--- src/sv/debug_breakpoint_slot_manager_unit_assert.svh ---
// Assertion macros for the breakpoint slot manager
`ifndef DEBUG_BREAKPOINT_SLOT_MANAGER_UNIT_ASSERT_SVH
`define DEBUG_BREAKPOINT_SLOT_MANAGER_UNIT_ASSERT_SVH

// property must hold at every clock edge outside reset
`define DBSM_ASSERT(lbl, prop, msg) \
  lbl: assert property (@(posedge clk_i) disable iff (!rst_ni) (prop)) else $error(msg);

// antecedent implies consequent in the same cycle
`define DBSM_ASSERT_IMP(lbl, ante, cons, msg) \
  lbl: assert property (@(posedge clk_i) disable iff (!rst_ni) (ante) |-> (cons)) \
    else $error(msg);

// antecedent implies consequent in the next cycle
`define DBSM_ASSERT_NXT(lbl, ante, cons, msg) \
  lbl: assert property (@(posedge clk_i) disable iff (!rst_ni) (ante) |=> (cons)) \
    else $error(msg);

`endif

--- src/sv/dbsm_pkg.sv ---
package dbsm_pkg;

  localparam int unsigned SlotCnt  = 4;
  localparam int unsigned SlotW    = 2;
  localparam int unsigned AddrW    = 64;
  localparam int unsigned CtrlW    = 32;

  localparam logic [CtrlW-1:0] CtrlReset = 32'h0000_0400;
  localparam logic [CtrlW-1:0] ForceOne  = 32'h0000_0700;
  localparam logic [CtrlW-1:0] ForceZero = 32'h0000_D000;

  typedef enum logic {
    CMD_SET   = 1'b0,
    CMD_CLEAR = 1'b1
  } cmd_e;

  typedef enum logic [1:0] {
    STATUS_DONE    = 2'd0,
    STATUS_BAD_LEN = 2'd1,
    STATUS_NO_SLOT = 2'd2
  } status_e;

  localparam logic [1:0] KindExec  = 2'd0;
  localparam logic [1:0] KindWrite = 2'd1;
  localparam logic [1:0] KindRw    = 2'd2;

  localparam logic [1:0] TypeExec  = 2'b00;
  localparam logic [1:0] TypeWrite = 2'b01;
  localparam logic [1:0] TypeRw    = 2'b11;

  localparam logic [1:0] LenCode1 = 2'b00;
  localparam logic [1:0] LenCode2 = 2'b01;
  localparam logic [1:0] LenCode4 = 2'b11;
  localparam logic [1:0] LenCode8 = 2'b10;

  typedef struct packed {
    logic             cmd;
    logic [AddrW-1:0] address;
    logic [1:0]       access_kind;
    logic [3:0]       length_bytes;
    logic             oneshot;
  } req_t;

  typedef struct packed {
    logic [1:0]       status;
    logic [SlotW-1:0] slot_used;
    logic [CtrlW-1:0] control_word;
  } res_t;

  // state update from the slot logic
  typedef struct packed {
    logic [CtrlW-1:0] ctrl;
    logic             wr_en;
    logic [SlotW-1:0] wr_slot;
  } upd_t;

  function automatic logic [1:0] kind_code(input logic [1:0] kind);
    logic [1:0] t;
    case (kind)
      KindWrite: t = TypeWrite;
      KindRw:    t = TypeRw;
      default:   t = TypeExec;
    endcase
    return t;
  endfunction

  // returns {ok, code}
  function automatic logic [2:0] len_code(input logic [3:0] len);
    logic [2:0] r;
    case (len)
      4'd1:    r = {1'b1, LenCode1};
      4'd2:    r = {1'b1, LenCode2};
      4'd4:    r = {1'b1, LenCode4};
      4'd8:    r = {1'b1, LenCode8};
      default: r = 3'b000;
    endcase
    return r;
  endfunction

endpackage

--- src/sv/dbsm_if.sv ---
interface dbsm_in_if;
  import dbsm_pkg::*;

  logic             valid;
  logic             ready;
  logic             cmd;
  logic [AddrW-1:0] address;
  logic [1:0]       access_kind;
  logic [3:0]       length_bytes;
  logic             oneshot;

  modport source (output valid, cmd, address, access_kind, length_bytes, oneshot,
                  input ready);
  modport sink   (input valid, cmd, address, access_kind, length_bytes, oneshot,
                  output ready);
endinterface

interface dbsm_out_if;
  import dbsm_pkg::*;

  logic             valid;
  logic             ready;
  logic [1:0]       status;
  logic [SlotW-1:0] slot_used;
  logic [CtrlW-1:0] control_word;

  modport source (output valid, status, slot_used, control_word, input ready);
  modport sink   (input valid, status, slot_used, control_word, output ready);
endinterface

--- src/sv/dbsm_slot_pick.sv ---
module dbsm_slot_pick (
  input  dbsm_pkg::req_t                  req_i,
  input  logic [dbsm_pkg::AddrW-1:0]      slot_addr_i [dbsm_pkg::SlotCnt],
  input  logic [dbsm_pkg::SlotCnt-1:0]    slot_oneshot_i,
  input  logic [dbsm_pkg::CtrlW-1:0]      ctrl_i,
  output dbsm_pkg::upd_t                  upd_o,
  output dbsm_pkg::res_t                  res_o
);
  import dbsm_pkg::*;

  logic [SlotCnt-1:0] match;
  logic [SlotCnt-1:0] avail;
  logic [CtrlW-1:0]   clr_mask;
  logic [CtrlW-1:0]   ctrl_f;
  logic [CtrlW-1:0]   ctrl_set;
  logic [2:0]         len_r;
  logic [1:0]         tbits;
  logic               found;
  logic [SlotW-1:0]   pick;

  always_comb begin
    clr_mask = '0;
    for (int i = 0; i < SlotCnt; i++) begin
      match[i] = (slot_addr_i[i] == req_i.address);
      clr_mask[2*i+1] = match[i] & slot_oneshot_i[i];
    end
  end

  assign ctrl_f = (ctrl_i | ForceOne) & ~ForceZero;
  assign len_r  = len_code(req_i.length_bytes);
  assign tbits  = kind_code(req_i.access_kind);

  always_comb begin
    found = 1'b0;
    pick  = '0;
    for (int i = 0; i < SlotCnt; i++) begin
      avail[i] = !ctrl_f[2*i+1] || match[i];
      if (avail[i] && !found) begin
        found = 1'b1;
        pick  = SlotW'(i);
      end
    end
  end

  always_comb begin
    ctrl_set = ctrl_f;
    for (int i = 0; i < SlotCnt; i++) begin
      if (pick == SlotW'(i)) begin
        ctrl_set[16+4*i +: 4] = {len_r[1:0], tbits};
        ctrl_set[2*i+1]       = 1'b1;
      end
    end
  end

  always_comb begin
    upd_o.ctrl         = ctrl_i;
    upd_o.wr_en        = 1'b0;
    upd_o.wr_slot      = pick;
    res_o.status       = STATUS_DONE;
    res_o.slot_used    = '0;
    if (req_i.cmd == CMD_CLEAR) begin
      upd_o.ctrl = ctrl_i & ~clr_mask;
    end else if (!len_r[2]) begin
      res_o.status = STATUS_BAD_LEN;
    end else if (!found) begin
      upd_o.ctrl   = ctrl_f;
      res_o.status = STATUS_NO_SLOT;
    end else begin
      upd_o.ctrl      = ctrl_set;
      upd_o.wr_en     = 1'b1;
      res_o.slot_used = pick;
    end
    res_o.control_word = upd_o.ctrl;
  end

endmodule

--- src/sv/debug_breakpoint_slot_manager_unit.sv ---
// Channel | Dir | Payload
// in_i    | in  | cmd, address, access_kind, length_bytes, oneshot
// out_o   | out | status, slot_used, control_word
//
// One command per cycle while the output is not stalled.
// The command is registered, resolved against the slot registers in one pass,
// and the result is registered; slot state updates as the command moves on.
// Reset: control word 0x400, all slot addresses and one-shot marks zero.
// A stalled output holds the command register; input stalls only then.
`include "debug_breakpoint_slot_manager_unit_assert.svh"

module debug_breakpoint_slot_manager_unit (
  input  logic clk_i,
  input  logic rst_ni,
  dbsm_in_if.sink    in_i,
  dbsm_out_if.source out_o
);
  import dbsm_pkg::*;

  logic                s1_valid_q, s1_valid_d;
  req_t                s1_req_q;
  logic                out_valid_q, out_valid_d;
  res_t                res_q;
  logic [AddrW-1:0]    slot_addr_q [SlotCnt];
  logic [SlotCnt-1:0]  slot_oneshot_q;
  logic [CtrlW-1:0]    ctrl_q;
  upd_t                upd;
  res_t                res_d;
  logic                in_xfer, out_adv, s1_adv;

  assign out_adv   = !out_valid_q || out_o.ready;
  assign s1_adv    = s1_valid_q && out_adv;
  assign in_i.ready = !s1_valid_q || out_adv;
  assign in_xfer   = in_i.valid && in_i.ready;

  assign s1_valid_d  = in_xfer ? 1'b1 : (s1_adv ? 1'b0 : s1_valid_q);
  assign out_valid_d = out_adv ? s1_valid_q : out_valid_q;

  dbsm_slot_pick u_pick (
    .req_i         (s1_req_q),
    .slot_addr_i   (slot_addr_q),
    .slot_oneshot_i(slot_oneshot_q),
    .ctrl_i        (ctrl_q),
    .upd_o         (upd),
    .res_o         (res_d)
  );

  always_ff @(posedge clk_i or negedge rst_ni) begin
    if (!rst_ni) begin
      s1_valid_q     <= 1'b0;
      out_valid_q    <= 1'b0;
      ctrl_q         <= CtrlReset;
      slot_oneshot_q <= '0;
      for (int i = 0; i < SlotCnt; i++) begin
        slot_addr_q[i] <= '0;
      end
    end else begin
      s1_valid_q  <= s1_valid_d;
      out_valid_q <= out_valid_d;
      if (s1_adv) begin
        ctrl_q <= upd.ctrl;
        if (upd.wr_en) begin
          slot_addr_q[upd.wr_slot]    <= s1_req_q.address;
          slot_oneshot_q[upd.wr_slot] <= s1_req_q.oneshot;
        end
      end
    end
  end

  always_ff @(posedge clk_i) begin
    if (in_xfer) begin
      s1_req_q.cmd          <= in_i.cmd;
      s1_req_q.address      <= in_i.address;
      s1_req_q.access_kind  <= in_i.access_kind;
      s1_req_q.length_bytes <= in_i.length_bytes;
      s1_req_q.oneshot      <= in_i.oneshot;
    end
    if (s1_adv) begin
      res_q <= res_d;
    end
  end

  assign out_o.valid        = out_valid_q;
  assign out_o.status       = res_q.status;
  assign out_o.slot_used    = res_q.slot_used;
  assign out_o.control_word = res_q.control_word;

  `DBSM_ASSERT(a_forced_bits, ctrl_q[10] && !ctrl_q[12] && !ctrl_q[14] && !ctrl_q[15], "forced control bits lost")
  `DBSM_ASSERT_IMP(a_fail_no_slot, out_valid_q && (res_q.status != STATUS_DONE), res_q.slot_used == '0, "slot reported on failed command")
  `DBSM_ASSERT_NXT(a_stall_hold, s1_valid_q && !out_adv, s1_valid_q && $stable(ctrl_q), "command lost or state changed during stall")
  `DBSM_ASSERT_IMP(a_set_enables, s1_adv && upd.wr_en, upd.ctrl[2*upd.wr_slot+1], "set slot not enabled")

endmodule

--- src/flat_wrapper.sv ---
// flat-port wrapper written by rule: the top's interface ports become plain ports
module debug_breakpoint_slot_manager_unit_flat import dbsm_pkg::*;
  (clk_i, rst_ni, in_i_valid, in_i_cmd, in_i_address, in_i_access_kind, in_i_length_bytes, in_i_oneshot, in_i_ready, out_o_valid, out_o_status, out_o_slot_used, out_o_control_word, out_o_ready);
  dbsm_in_if in_i_i ();
  dbsm_out_if out_o_i ();
  input  logic clk_i;
  input  logic rst_ni;
  input wire logic [$bits(in_i_i.valid)-1:0] in_i_valid;
  input wire logic [$bits(in_i_i.cmd)-1:0] in_i_cmd;
  input wire logic [$bits(in_i_i.address)-1:0] in_i_address;
  input wire logic [$bits(in_i_i.access_kind)-1:0] in_i_access_kind;
  input wire logic [$bits(in_i_i.length_bytes)-1:0] in_i_length_bytes;
  input wire logic [$bits(in_i_i.oneshot)-1:0] in_i_oneshot;
  output wire logic [$bits(in_i_i.ready)-1:0] in_i_ready;
  output wire logic [$bits(out_o_i.valid)-1:0] out_o_valid;
  output wire logic [$bits(out_o_i.status)-1:0] out_o_status;
  output wire logic [$bits(out_o_i.slot_used)-1:0] out_o_slot_used;
  output wire logic [$bits(out_o_i.control_word)-1:0] out_o_control_word;
  input wire logic [$bits(out_o_i.ready)-1:0] out_o_ready;
  assign in_i_i.valid = in_i_valid;
  assign in_i_i.cmd = in_i_cmd;
  assign in_i_i.address = in_i_address;
  assign in_i_i.access_kind = in_i_access_kind;
  assign in_i_i.length_bytes = in_i_length_bytes;
  assign in_i_i.oneshot = in_i_oneshot;
  assign in_i_ready = in_i_i.ready;
  assign out_o_valid = out_o_i.valid;
  assign out_o_status = out_o_i.status;
  assign out_o_slot_used = out_o_i.slot_used;
  assign out_o_control_word = out_o_i.control_word;
  assign out_o_i.ready = out_o_ready;
  debug_breakpoint_slot_manager_unit u_core (.clk_i(clk_i), .rst_ni(rst_ni), .in_i(in_i_i), .out_o(out_o_i));
endmodule
--- config.mk ---
export PLATFORM = sky130hd
export DESIGN_NAME = debug_breakpoint_slot_manager_unit_flat
export DESIGN_NICKNAME = d
export VERILOG_FILES = /design/src/sv/dbsm_pkg.sv /design/src/sv/dbsm_if.sv /design/src/sv/dbsm_slot_pick.sv /design/src/sv/debug_breakpoint_slot_manager_unit.sv /design/src/flat_wrapper.sv
export VERILOG_INCLUDE_DIRS = /design/src /design/src/sv
export SDC_FILE = /design/constraint.sdc
export NUM_CORES = 1
export LEC_CHECK = 0
export BUFFER_PORTS_ARGS = -buffer_cell sky130_fd_sc_hd__buf_2
export CORE_AREA = 4 4 169 171
export CTS_CLUSTER_DIAMETER = 150
export DETAILED_ROUTE_END_ITERATION = 10
export DIE_AREA = 0 0 173 175
export MAX_ROUTING_LAYER = met4
export PLACE_DENSITY = 0.83
export SETUP_SLACK_MARGIN = 0.05
export SLEW_MARGIN = 20
export SYNTH_ARGS = -nofsm -noshare
export SYNTH_HDL_FRONTEND = slang
export SYNTH_SLANG_ARGS = --single-unit
--- constraint.sdc ---
create_clock -name clk_i -period 5.64 [get_ports clk_i]
set_input_delay 0.564 -clock clk_i [delete_from_list [all_inputs] [get_ports clk_i]]
set_output_delay 0.564 -clock clk_i [all_outputs]
set_load 0.02 [all_outputs]
==> impl_metrics.ini <==
[run_status]
outcome = finished clean

[yosys]
yosys.area.top_type = dfrtp_1
synth_top_family_by_area = multiplexers
synth-adder-area-share_pct = 0.07171
yosys.cell_types.count = 46
synthFlopType = dfrtp_1
synth-compound-area-share_pct = 0.7386
synth-simple-area-share_pct = 4.955
synth_seq_cells = 390
synth-xor-area-share_pct = 12.95
synth-seq-area-share_pct = 58.86
synth.top_cell.area_share_pct = 41.16
async_reset_ff_share_pct = 73.85
synth_edf_count = 102
ys.warnings.count = 0
synth.avg_cell_area_um2 = 14.46
syn_inst = 1207
synthMuxAreaShare_pct = 18.79
syn-cell-area_um2 = 17450
netlist_top_cells_area = dfrtp_1, edfxtp_1, mux2_2

[power]
sequentialPowerShare_pct = 49.4
power_density_nw_per_um2 = 451.9
swShare_pct = 27.83
combinationalPowerShare_pct = 20.1
leakage_nw = 8.391
internal-power_w = 0.006321
power.switching_w = 0.002438
ir_worst_vdd_mv = 0.2980
power_frac_clock_pct = 30.6

[placement]
dp.final_hpwl_um = 24400
port_buffers = 107
gp_congestion = 0.8390
pre_cts_ws_ns = 1.541

[timing]
setup_tns_ns = 0
fin_ws_ns = 1.500
final-max-slew-violation-count = 0
setup_viol = 0
worstMarginPinSlew_ns = 0.8631
rsz0062_at_grt = no
finalCritPeriodShare_pct = 73.41
clock_skew_ns = 0.01439
period_needed_ns = 4.140
fmax_mhz = 241.5
relSlewSlack_pct = 42.02
finalHoldViolCount = 0

[setup_path]
crit_family = simple AND/OR/NAND/NOR gates
r2r_start = u_core.s1_req_q[40]$_DFFE_PP_
endpoint = u_core.slot_addr_q[109]$_DFFE_PN0P_
start_kind = flip-flop
cp.required_ns = 6.04
critPathMaxStageDelay_ns = 0.69
cp.arrival_ns = 4.54
path_buf_inv = 1
ff2ff_path_depth = 8
crit_slowest_cell = nor4_1
cp_max_fo = 47
r2r_slack_ns = 1.50
timing.rr.end = u_core.slot_addr_q[109]$_DFFE_PN0P_
worstPathCellList = xor2_1 -> nor4_1 -> nand4_1 -> nor4_2 -> and4b_1 -> nand3b_4 -> buf_4 -> mux2_2
crit_path_end_kind = flip-flop
critPathKind = reg2reg
worstSetupStartpoint = u_core.s1_req_q[40]$_DFFE_PP_
path_depth = 8

[routing]
drc = 0
routed_via_density = 5.836
ant_nets = 0
vias = 9624
wl_per_cell_um = 22.33
drt_iter0_markers = 645
first_pass_iters = 5
drt-total-wl_um = 36820

[clock_tree]
cts_tree = yes
root_buffer = clkbuf_16
clock-sinks = 390
cts_buffer_depth = 3
insertion_delay_ns = 0.53
numCtsBuffers = 41
path_clk_slew_ns = 0.06
htree_levels = 2

[layout]
multiInputGateArea_um2 = 6576
seqCellArea_um2 = 10270
num-fill-cells = 1769
final_cell_mix = dfrtp_1, mux2_2, xnor2_1
fin_nets = 1350
area_delta_synth_final_pct = 11.07
mostFrequentLayoutCell = dfrtp_1
drive_above_1_share_pct = 34.00

[floorplanning]
die_w_um = 173
ios = 114
fp.dieH_um = 175
start_util_pct = 64.93
core_area_um2 = 26880
row_count = 60
dieArea_um2 = 30280

[flow_run]
maxCapViolCount = 0

[global_routing]
grt_max_degree = 141
grt_pass1_wl_um = 57790
track_usage_pct = 25.28
antenna_found_initial = 2
grt_pass1_vias = 10110
grt_overflow = 0

[hold_path]
hold_class = in2reg
-- power by group through the flow --
stage	Clock (W)	Sequential (W)	Combinational [W]
floorplan	0	0.00418	0.00139
global placement	0	0.00429	0.00168
detailed placement	0	0.00435	0.00174
CTS	0.00272	0.00431	0.00177
global route	0.00286	0.00440	0.00194
finish	0.00268	0.00432	0.00176
-- final cells by class --
type / count / area share (%)
Clock buffer: 62 / 6.559
Antenna cell: 2 / 0.02582
Sequential cell: 390 / 53.00
Clock inverter: 14 / 0.4842
Inverter: 9 / 0.1743
Tap cell: 341 / 2.201
Timing Repair Buffer: 119 / 3.628
Multi-Input combinational cell: 712 / 33.93
-- timing repair --
| item | CTS | global route |
|---|---|---|
| setup buffers | 0 | 0 |
| hold buffers | 0 | 1 |
| hold endpoints to repair | 0 | 33 |
| resized for setup | 0 | 0 |
-- Yosys cell counts (all sizes together), types with 7 or more instances --
library cell,count
and2,7
buf,101
dfrtp,287
edfxtp,102
inv,9
mux2,284
mux2i,8
nand2,11
nand2b,9
nand4,44
nor2,7
nor4,42
xnor2,130
xor2,128
-- through the flow --
| step | std cells | hold WS (ns) | total power [W] | area, um2 | util [%] |
|---|---|---|---|---|---|
| after CTS | 1644 | 0.1904 | 0.008797 | 19310 | 71.85 |
| after global routing | 1649 | 0.1921 | 0.009201 | 19380 | 72.11 |
| after detailed placement | 1568 | 0.4444 | 0.006088 | 17950 | 66.77 |
| final | 1649 | 0.2090 | 0.008758 | 19380 | 72.11 |
| after global placement | 1568 | 0.4409 | 0.005968 | 17950 | 66.77 |
| after floorplan | 1212 | 0.2684 | 0.005568 | 17470 | - |
-- layer usage --
| metal | global-route usage [%] | wire length [um] | vias to the layer above |
|---|---|---|---|
| met5 | - | 0 | - |
| met4 | 7.150 | 855 | 0 |
| met3 | 5.128 | 1949 | 61 |
| met2 | 39.02 | 17660 | 237 |
| met1 | 34.77 | 16350 | 4979 |
| li1 | - | - | 4347 |
-- worst min path at each step --
| stage | start | to | slack, ns | cells after the start |
|---|---|---|---|---|
| 6_report | in_i_access_kind[1] | u_core.s1_req_q[6]$_DFFE_PP_ | 0.21 | 1 |
| 4_1_cts | in_i_access_kind[1] | u_core.s1_req_q[6]$_DFFE_PP_ | 0.19 | 1 |
| 3_3_place_gp | u_core.ctrl_q[9]$_DFFE_PN0P_ | u_core.ctrl_q[9]$_DFFE_PN0P_ | 0.44 | 1 |
| 3_5_place_dp | u_core.ctrl_q[8]$_DFFE_PN0P_ | u_core.ctrl_q[8]$_DFFE_PN0P_ | 0.44 | 1 |
| 2_1_floorplan | rst_ni | u_core.ctrl_q[12]$_DFFE_PN0P_ | 0.27 | 0 |
| 5_1_grt | in_i_address[53] | u_core.s1_req_q[60]$_DFFE_PP_ | 0.19 | 1 |
-- state kept, by name, summed over array words and instances (netlist names) --
| signal | cells |
|---|---|
| u_core.out_o.valid | 1 |
| u_core.out_o.slot_used | 2 |
| u_core.slot_addr_q | 256 |
| u_core.slot_oneshot_q | 4 |
| u_core.s1_valid_q | 1 |
| u_core.s1_req_q | 72 |
| u_core.out_o.status | 2 |
| u_core.ctrl_q | 26 |
| u_core.out_o.control_word | 26 |
-- cell families after synthesis --
family | after synthesis
flops | 390
mux | 292
xor+xnor | 258
simple gates | 136
buf+inv | 110
compound gates | 19
fa+ha+maj | 1
other cells | 1
Power figures use the tool's default switching activity.
